$ cat src/hdl/bftr_pkg.sv
// Shared types, constants and helpers for the bitmap font text rasterizer.
`timescale 1ns / 1ps

package bftr_pkg;

   localparam int STORE_BYTES = 16384;
   localparam int ADDR_W      = $clog2(STORE_BYTES);
   // Glyph layout address: (223 * 63 * 7) + row and byte offsets fits in 17 bits.
   localparam int LAYOUT_W    = 17;

   localparam logic [5:0] MAX_ROWS    = 6'd36;
   localparam logic [7:0] NEWLINE     = 8'd10;
   localparam logic [7:0] FIRST_GLYPH = 8'd32;

   localparam logic [5:0] HEIGHT_ONE_BYTE   = 6'd8;
   localparam logic [5:0] HEIGHT_TWO_BYTES  = 6'd16;
   localparam logic [5:0] HEIGHT_THREE_BYTES = 6'd24;
   localparam logic [5:0] HEIGHT_FOUR_BYTES = 6'd36;

   typedef enum logic [1:0] {
      REQ_LOAD  = 2'd0,
      REQ_START = 2'd1,
      REQ_CHAR  = 2'd2
   } req_kind_type;

   typedef enum logic [2:0] {
      CSR_FONT_WIDTH     = 3'd0,
      CSR_FONT_HEIGHT    = 3'd1,
      CSR_FONT_ROW_BYTES = 3'd2,
      CSR_SCREEN_WIDTH   = 3'd3,
      CSR_SCREEN_HEIGHT  = 3'd4
   } csr_index_type;

   // Row shaping controls handed from the sequencer to the mask aligner.
   typedef struct packed {
      logic       blank;
      logic [5:0] width;
      logic [1:0] nbytes_m1;
   } shape_type;

   // Saturating cursor step, clamps at 1023.
   function automatic logic [9:0] sat_add(input logic [9:0] a, input logic [5:0] b);
      logic [10:0] s;
      s = {1'b0, a} + {5'b0, b};
      return s[10] ? 10'h3FF : s[9:0];
   endfunction

endpackage

$ cat src/hdl/bftr_mask_align.sv
// Aligns the fetched row bytes to the font width and masks off unused columns.
`timescale 1ns / 1ps

module bftr_mask_align
   import bftr_pkg::*;
(
   input  logic [31:0] row_bits,
   input  shape_type   shape,
   output logic [31:0] row_mask
);

   logic [5:0]  width_eff;
   logic [5:0]  nbits;
   logic [2:0]  nbytes;
   logic [31:0] shifted;
   logic [32:0] keep;

   always_comb begin
      width_eff = (shape.width > 6'd32) ? 6'd32 : shape.width;
      nbytes    = {1'b0, shape.nbytes_m1} + 3'd1;
      nbits     = {nbytes, 3'b000};
      if (width_eff <= nbits) begin
         shifted = row_bits >> (nbits - width_eff);
      end else begin
         shifted = row_bits << (width_eff - nbits);
      end
      keep = (33'd1 << width_eff) - 33'd1;
      if (shape.blank || width_eff == 6'd0) begin
         row_mask = 32'h0;
      end else begin
         row_mask = shifted & keep[31:0];
      end
   end

endmodule

$ cat config.mk
export PLATFORM = sky130hd
export DESIGN_NAME = bftr_mask_align
export DESIGN_NICKNAME = d
export VERILOG_FILES = /design/src/hdl/bftr_pkg.sv /design/src/hdl/bftr_mask_align.sv
export SDC_FILE = /design/constraint.sdc
export NUM_CORES = 1
export LEC_CHECK = 0
export ABC_AREA = 1
export BUFFER_PORTS_ARGS = -buffer_cell sky130_fd_sc_hd__buf_2
export CORE_UTILIZATION = 56
export DETAILED_ROUTE_END_ITERATION = 8
export PLACE_DENSITY = 0.91
export RECOVER_POWER = 100
export SYNTH_ARGS = -nofsm -noshare
export SYNTH_HDL_FRONTEND = slang
export SYNTH_SLANG_ARGS = --single-unit
$ cat constraint.sdc
create_clock -name vclk -period 3.9
set_input_delay 0.78 -clock vclk [all_inputs]
set_output_delay 0.78 -clock vclk [all_outputs]
set_load 0.005 [all_outputs]
==> summary.md, run 1 <==
| Metric | Value |
|---|---|
| Largest net degree at the start of global routing | `41` |
| Placed cells | `approximately 1300` |
| Crit-path slowest cell | `ha_1` |
| Fmax | `roughly 260 MHz` |
| CP Max Fanout | `7` |
| Total GRT Usage | `a little over two fifths` |
| Final hold vios | `0` |
| CP Launch Type | `primary input` |
| Die height | `98.1 microns` |
| Peak supply drop | `0.146 mV` |
| WP data arrival | `a little over 3 ns` |
| Commonest cells in the netlist | `nand2_1 (424), nand3_1 (341), nor2_1 (95)` |
| Fraction of layout cells with a size suffix above 1 | `between 10% and 20%` |
| FF+latch count | `0` |
| Crit-path most repeated cell | `nand3_1` |
| First-pass GRT wire length | `~34000 microns` |
| Total Nets Final | `~1300` |
| Synthesized instance count | `1145` |
| Worst EP required | `approximately 3.1 ns` |
| Row cnt | `34` |
| Routed length per placed instance | `around 17 microns` |
| I/O Buffers | `between 70 and 80` |
| Worst slew pin tran | `0.576 ns` |
| RD Place Congestion | `between 1 and 1.5` |
| Io pins | `73` |
| RSZ-0062 raised after global routing | `true` |
| Ant diodes | `0` |
| Syn. warnings | `0` |
| Top cell type by total area after synthesis | `nand3_1` |
| Critical Path, Cell by Cell | `buf_2 > ha_1 > ha_1 > nand2_1 > inv_1 > nand3_1 > nand3_1 > nand2_4 > nor2_4 > nand3_1 > a21oi_1 > nand2_1 > nor2_1 > buf_2` |
| Mapped Nets | `1195` |
| DIE AREA | `just under 10000 sq um` |
| Distinct cells, synth | `37` |
| Mapped Area | `around 5200 sq um` |
| Max Cap Viol | `0` |
| Cts hold-fix bufs | `0` |
| DRC viols | `5` |
| Slew Limit Fails | `0` |
| HP Class | `in -> out` |
| Drt first pass iters | `9` |
| Post-layout util | `between 60 and 70%` |
| Outcome | `finished with violations` |
| P per Cell Area | `between 200 and 250 nW/um^2` |
| Leakage | `about 0.0035 uW` |
| CLK BUF | `0` |
| CP Capture Type | `output port` |
| Fin crit share | `a little over nine tenths` |
| Core ar. | `between 8000 and 9000 sq um` |
| Fin crit period | `between 3 and 4 ns` |
| Pwr Total | `about 1300 uW` |
| Share of the synthesized area in the top cell type | `roughly a third` |
| Die width | `98.1 microns` |
| Dpl hpwl | `17500 microns` |
| Initial antenna violation count | `0` |
| Failing checks | `design-rule violations` |
| Max incr delay on CP | `~0.36 ns` |
| Final Setup Violations | `0` |
| WHS | `roughly 2.1 ns` |
| WS Path Type | `in -> out` |
| Grt ovf | `0` |
| Top-count cell post-synth | `nand2_1` |
| Starting density of the core | `roughly three fifths` |
| FF/Latch Area | `0 sq um` |
| Layout Area Growth over Synthesis | `12.2%` |
| DRT Wirelength | `between 20000 and 25000 microns` |
| Fin cells | `about 1300` |
| Initial DRC count | `approximately 1200` |
| Largest cells by area after synthesis | `nand3_1 (33%), nand2_1 (31%), nor2_1 (6.9%)` |
| Sequential fraction of the synthesis area | `0%` |
| Normalized max-slew margin | `between 60% and 70%` |
| Vias per std cell | `about 6.3` |
| Filler Cells Inserted | `955` |
| Syn avg cell area | `4.51 sq um` |
| Via count of the first global-routing pass | `7027` |
| Vias post-DR | `between 8000 and 9000` |
| Post-route ant nets | `0` |
==> metrics by stage <==
stage          cell area, sq um  setup WS [ns]  TNS (ns)
2_1_floorplan              5170         0.0675         0
3_3_place_gp               5690         0.0988         0
3_5_place_dp               5690         0.0979         0
4_1_cts                    5690         0.0916         0
5_1_grt                    5800        -0.0122   -0.0174
6_report                   5800         0.0872         0
==> per-layer routing <==
| layer | global-route usage (%) | wire (microns) |
|---|---|---|
| met4 | 21.9 | 1350 |
| met3 | 8.02 | 2630 |
| met5 | 0 | 0 |
| met2 | 69.0 | 9350 |
| met1 | 56.2 | 8260 |
==> cell families after synthesis <==
family	Yosys count	share of synthesized area, %
AO/OA/AOI/OAI	79	8.11
XOR/XNOR	8	1.36
adder cells (fa/ha/maj)	9	2.32
buffers and inverters	151	12.2
AND/OR/NAND/NOR	898	76.0
==> timing repair <==
item                                    CTS  global route
setup buffers                             0             3
endpoints found under the setup margin    0            32
gates resized for setup                   0            26
==> power breakdown <==
group	switching [uW]	total, uW	internal, uW
Sequential	0	0	0
Clock	0	0	0
Combinational	869	1300	433
==> layout by cell type (no fill, tap or decap), drive strengths merged, types with 2 or more instances in the layout <==
cell	count
a21oi	43
buf	115
ha	8
inv	87
nand2	431
nand3	343
nand3b	6
nand4	8
nor2	100
nor3	6
o211ai	3
o21ai	31
o21bai	2
or2	3
xor2	7
==> worst max-delay path: cells and delay by family <==
kind	cells	cell delay, ns
adder cells (fa/ha/maj)	2	0.71
AND/OR/NAND/NOR	8	1.07
AO/OA/AOI/OAI	1	0.21
buffers and inverters	3	0.27
==> layout make-up <==
type / count / area, sq um / area share, %
well taps: 108 / 135 / 2.33
inverters: 88 / 340 / 5.87
multi-input cells: 995 / 4610 / 79.4
repair buffers: 115 / 717 / 12.4
==> worst paths after layout <==
path / start / slack [ns] / depth (start not counted) / endpoint
hold / removal: shape[8] / 2.14 / 6 / row_mask[22]
setup / recovery: shape[0] / 0.09 / 14 / row_mask[21]
No activity file was read; power rests on OpenSTA's default activity.
==> run 2, diff against run 1 <==
ABC_AREA = 0   (was 1)
PLACE_DENSITY = 0.81   (was 0.91)
==> summary.md, run 2 <==
| Metric | Value |
|---|---|
| Total GRT Usage | `84.3%` |
| Distinct cells, synth | `just under 90` |
| Grt ovf | `9` |
| Commonest cells in the netlist | `nand2_1 (96), nor2_1 (75), a21oi_1 (67)` |
| Starting density of the core | `57.5%` |
| Syn avg cell area | `roughly 6.5 sq um` |
| Mapped Area | `around 5300 sq um` |
| Top cell type by total area after synthesis | `mux2i_1` |
| Share of the synthesized area in the top cell type | `a little under an eighth` |
| Top-count cell post-synth | `nand2_1` |
| Placed cell area | `~7000 sq um` |
| Synthesized instance count | `slightly above 800` |
| Fail Step | `global routing` |
| Mapped Nets | `861` |
| Syn. warnings | `0` |
| Largest net degree at the start of global routing | `40` |
| RD Place Congestion | `1.42` |
| Outcome | `aborted with a tool error` |
| Worst_ep grt | `row_mask[9]` |
| Cts hold-fix bufs | `0` |
| Dpl hpwl | `19600 microns` |
| I/O Buffers | `73` |
| Sequential fraction of the synthesis area | `0%` |
| Pre-CTS setup slack | `-0.248 ns` |
| Die height | `99.1 microns` |
| Die width | `between 90 and 100 microns` |
| Io pins | `73` |
| Row cnt | `35` |
| WEP type | `primary output` |
| Tool Error | `[ERROR GRT-0232] Routing congestion too high. Check the congestion heatmap in the GUI.` |
| Largest cells by area after synthesis | `mux2i_1 (12%), nand2_1 (6.8%), a21oi_1 (6.3%)` |
run 2: cell types whose count changed after synthesis, moves of 24 or more:
cell	previous run	this run
a211oi_1	0	25
a21oi_1	43	67
inv_1	80	20
mux2i_1	0	63
nand2_1	424	96
nand3_1	341	30
run 2: logic make-up after synthesis:
logic type                 Yosys count  synth area share (%)
AOI/OAI and AO/OA                  291                  38.1
xor gates and xnor gates            19                  3.43
adders and majority gates            9                  2.27
buffers and inverters               99                  9.76
muxes                               88                  18.2
and+or+nand+nor                    305                  28.3
run 2: metrics by stage:
stage               cells  setup TNS [ns]  hold slack [ns]
detailed placement   1086           -3.22             1.88
global placement     1086           -1.65             1.87
floorplan             811               0             1.58
CTS                  1092         -0.0134             1.88
run 2: repair_timing:
item	in CTS
pin swaps	25
buffers inserted	7
resized for setup	50
setup endpoints to repair	31
run 2: layer usage:
metal	overflow	track usage, %
met3	0	71.9
met1	0	87.4
met5	0	45.1
met2	6	95.2
met4	3	81.8
==> run 3, diff against run 2 <==
CORE_UTILIZATION = 40   (was 56)
PLACE_DENSITY = not set   (was 0.81)
PLACE_DENSITY_LB_ADDON = 0.15   (was not set)
clock period = 5.1 ns   (was 3.9 ns; I/O delays follow)
==> summary.md, run 3 <==
| Metric | Value |
|---|---|
| Final worst slack | `-0.000438 ns` |
| WS Path Type | `in -> out` |
| RSZ-0062 raised after global routing | `false` |
| Dpl hpwl | `about 22000 microns` |
| Fraction of layout cells with a size suffix above 1 | `21.1%` |
| Fin crit share | `100%` |
| Switch share | `between 60% and 70%` |
| DIE AREA | `~14000 sq um` |
| Initial antenna violation count | `0` |
| Max Cap Viol | `0` |
| CP Launch Type | `primary input` |
| Grt ovf | `0` |
| Seq pwr share | `0%` |
| Failing checks | `negative setup slack` |
| Post-layout util | `roughly 47%` |
| Top cell type by total area after synthesis | `mux2i_1` |
| Final Setup Violations | `1` |
| Ant diodes | `0` |
| Total GRT Usage | `between 40 and 50%` |
| Fmax | `196 MHz` |
| DRT Wirelength | `~28000 microns` |
| Normalized max-slew margin | `a little over a third` |
| Synthesized instance count | `just over 800` |
| Syn. warnings | `0` |
| Commonest non-fill, non-tap cell in the layout | `nand2_1` |
| Starting density of the core | `41.4%` |
| Leakage | `between 0.002 and 0.0025 uW` |
| Worst slew pin tran | `slightly below 1 ns` |
| Cts hold-fix bufs | `0` |
| Share of the synthesized area in the top cell type | `between 10% and 20%` |
| Clock share of power | `0%` |
| Syn avg cell area | `6.52 sq um` |
| Pint | `345 uW` |
| Row cnt | `a little over 40` |
| RD Place Congestion | `~1.1` |
| Die width | `117 microns` |
| Largest cells by area after synthesis | `mux2i_1 (12%), nand2_1 (6.8%), a21oi_1 (6.3%)` |
| Distinct cells, synth | `87` |
| Post-route ant nets | `0` |
| First-pass GRT wire length | `approximately 41000 microns` |
| DRC viols | `0` |
| Commonest non-fill, non-tap cells in the layout | `nand2_1 (96), nor2_1 (75), a21oi_1 (67)` |
| Vias per std cell | `approximately 7` |
| Io pins | `73` |
| Hold Crit Depth | `3` |
| Drt first pass iters | `7` |
| Worst EP required | `approximately 4.1 ns` |
| CP Max Fanout | `9` |
| Total Nets Final | `around 930` |
| Pwr Total | `about 980 uW` |
| Outcome | `finished with violations` |
| Mapped Area | `~5300 sq um` |
| CLK BUF | `0` |
| HP Class | `in -> out` |
| Fin crit period | `roughly 5 ns` |
| Largest net degree at the start of global routing | `47` |
| FF+latch count | `0` |
| Initial DRC count | `roughly 1500` |
| FF/Latch Area | `0 sq um` |
| WP data arrival | `a little over 4 ns` |
| Peak supply drop | `~0.066 mV` |
| Comb power frac | `100.0%` |
| CP Capture Type | `output port` |
| Routed length per placed instance | `roughly 27 microns` |
| Mapped Nets | `roughly 860` |
| Commonest cells in the netlist | `nand2_1 (96), nor2_1 (75), a21oi_1 (67)` |
| Hold EP | `row_mask[5]` |
| Final hold vios | `0` |
| P per Cell Area | `approximately 160 nW/um^2` |
| Slew Limit Fails | `0` |
| I/O Buffers | `73` |
| Layout Area Growth over Synthesis | `13.9%` |
| Core ar. | `~13000 sq um` |
| HP Start | `shape[8]` |
| Top-count cell post-synth | `nand2_1` |
| Die height | `117 microns` |
| Vias post-DR | `roughly 7400` |
| Sequential fraction of the synthesis area | `0%` |
| P_sw | `roughly 630 uW` |
| Via count of the first global-routing pass | `between 6000 and 7000` |
run 3: cell counts after synthesis:
No cell type changed its count.
run 3: metrics by stage:
step	cells	TNS [ns]	instance area [sq um]	hold slack [ns]	setup slack, ns
CTS	1048	0	6020	2.34	0.121
floorplan	811	0	5280	2.07	0.136
global placement	1048	0	6020	2.33	0.164
global route	1049	0	6020	2.36	0.000967
finish	1049	-0.000438	6020	2.34	-0.000438
detailed placement	1048	0	6020	2.34	0.127
run 3: worst max path at each step:
stage / start / end / cells past startpoint
finish: shape[7] / row_mask[3] / 13
global route: shape[7] / row_mask[4] / 12
CTS: shape[7] / row_mask[17] / 11
detailed placement: shape[7] / row_mask[17] / 11
global placement: shape[7] / row_mask[8] / 13
floorplan: shape[7] / row_mask[22] / 16
run 3: what timing repair did:
action                     CTS  global route
buffers inserted             0             1
setup endpoints to repair    0             9
hold endpoints to repair     0             0
resized for setup            0             3
run 3: logic make-up after synthesis:
| kind of cell | count (synthesis) | share of synthesized area [%] |
|---|---|---|
| buffers and inverters | 99 | 9.76 |
| AO/OA/AOI/OAI | 291 | 38.1 |
| XOR/XNOR | 19 | 3.43 |
| multiplexers | 88 | 18.2 |
| AND/OR/NAND/NOR | 305 | 28.3 |
| adder cells (fa/ha/maj) | 9 | 2.27 |
run 3: power by group through the flow:
stage	registers, uW	logic [uW]	clock network (uW)
6_report	0	976	0
4_1_cts	0	925	0
5_1_grt	0	1010	0
2_1_floorplan	0	575	0
3_5_place_dp	0	920	0
3_3_place_gp	0	929	0
run 3: cell type report:
cell class	count	area [sq um]
Inverter	22	82.6
Tap cell	172	215
Timing Repair Buffer	143	937
Fill cell	1336	6760
Multi-Input combinational cell	712	4780
run 3: worst max-delay path, stage by stage:
cell and delay, ns:
buf_2 0.10, nand2b_1 0.19, ha_1 0.38, or4b_4 0.53, o211a_1 0.27, buf_12 0.20, buf_4 0.16, nand2_1 0.08
o211ai_1 0.09, nand2_1 0.17, a221oi_1 0.11, a2111oi_1 0.55, buf_2 0.23
run 3: metal layers:
| layer | wire length (microns) | global-route usage [%] |
|---|---|---|
| met1 | 11300 | 57.3 |
| met2 | 11700 | 60.7 |
| met3 | 3320 | 5.51 |
| met4 | 1500 | 16.6 |
| met5 | 0 | 0 |
==> run 4, diff against run 3 <==
PLACE_DENSITY_LB_ADDON = 0.05   (was 0.15)
==> summary.md, run 4 (synthesis results as in run 3) <==
| Metric | Value |
|---|---|
| Slew Limit Fails | `0` |
| Pre-CTS setup slack | `approximately 0.0050 ns` |
| Hold Crit Depth | `3` |
| DRT Wirelength | `around 28000 microns` |
| CP top delay family | `simple AND/OR/NAND/NOR gates` |
| WP data arrival | `4.05 ns` |
| Final Setup Violations | `0` |
| Normalized max-slew margin | `a little under half` |
| Crit-path slowest cell | `fa_1` |
| Max Cap Viol | `0` |
| Final hold vios | `0` |
| Initial DRC count | `1091` |
| Drt first pass iters | `8` |
| Total Nets Final | `slightly above 900` |
| Commonest non-fill, non-tap cells in the layout | `nand2_1 (95), nor2_1 (75), buf_2 (73)` |
| Outcome | `complete, no violations` |
| Io pins | `between 70 and 80` |
| Final worst slack | `~0.026 ns` |
| Post-route ant nets | `0` |
| FF/Latch Area | `0 sq um` |
| RSZ-0062 raised after global routing | `true` |
| Levels on crit path | `13` |
| Grt met3 use | `approximately 11%` |
| CP Launch Type | `primary input` |
| I/O Buffers | `73` |
| Via count of the first global-routing pass | `approximately 6500` |
| Cts hold-fix bufs | `0` |
| Worst EP required | `slightly above 4 ns` |
| GR Util met2 | `around three fifths` |
| Fin crit period | `5.07 ns` |
| Design area | `6030 sq um` |
| Critical Path, Cell by Cell | `buf_2 > nand2b_1 > ha_1 > fa_1 > buf_4 > nor4_1 > o21ai_1 > o211a_2 > buf_4 > nor4_1 > buf_4 > o31a_1 > buf_2` |
| Die width | `between 100 and 150 microns` |
| Initial antenna violation count | `2` |
| FF+latch count | `0` |
| Row cnt | `41` |
| CP Capture Type | `output port` |
| DRC viols | `0` |
| Dpl hpwl | `~22000 microns` |
| Fraction of layout cells with a size suffix above 1 | `approximately 23%` |
| Layout Area Growth over Synthesis | `14.2%` |
| Max incr delay on CP | `between 0.4 and 0.5 ns` |
| Core ar. | `~13000 sq um` |
| CLK BUF | `0` |
| Largest net degree at the start of global routing | `50` |
| Fin crit share | `99.5%` |
| Vias per std cell | `between 7 and 8` |
| Worst slew pin tran | `0.790 ns` |
| Vias post-DR | `~7400` |
| Commonest non-fill, non-tap cell in the layout | `nand2_1` |
| CP Max Fanout | `9` |
| Die height | `117 microns` |
| First-pass GRT wire length | `approximately 40000 microns` |
| Starting density of the core | `roughly two fifths` |
| Placed cell area | `between 5000 and 6000 sq um` |
| DIE AREA | `approximately 14000 sq um` |
| WP buf/inv | `5` |
| WS Path Type | `in -> out` |
| Busiest grt layer | `met2` |
| Routed length per placed instance | `26.8 microns` |
| Total GRT Usage | `between 40 and 50%` |
| RD Place Congestion | `1.05` |
| Grt ovf | `0` |
| HP Class | `in -> out` |
| GR Layer Usage met1 | `57.9%` |
| Crit-path most repeated cell | `buf_4` |
| Fmax | `197 MHz` |
run 4: what timing repair did:
action / CTS / global route
buffers inserted: 0 / 3
endpoints found under the setup margin: 0 / 11
resized for setup: 0 / 9
run 4: worst paths after layout:
kind	startpoint	to	slack [ns]
hold / removal	shape[8]	row_mask[5]	2.43
setup / recovery	shape[7]	row_mask[30]	0.03
run 4: metrics by stage:
step	utilization (%)	std cells	TNS, ns	hold WS (ns)
6_report	47.2	1046	0	2.43
3_5_place_dp	46.8	1042	0	2.41
5_1_grt	47.2	1046	-0.0119	2.43
2_1_floorplan	-	811	0	2.07
3_3_place_gp	46.8	1042	0	2.42
4_1_cts	46.8	1042	0	2.41
run 4: layer usage:
layer,wire length [microns],vias up
met5,15,-
met4,750,2
met3,3780,53
met2,11700,594
met1,11800,3493
li1,-,3212
run 4: final cells by class:
cell class	instances	area (sq um)
Inverter	22	82.6
Tap cell	172	215
Fill cell	1343	6740
Antenna cell	1	2.50
Multi-Input combinational cell	712	4810
Timing Repair Buffer	139	920
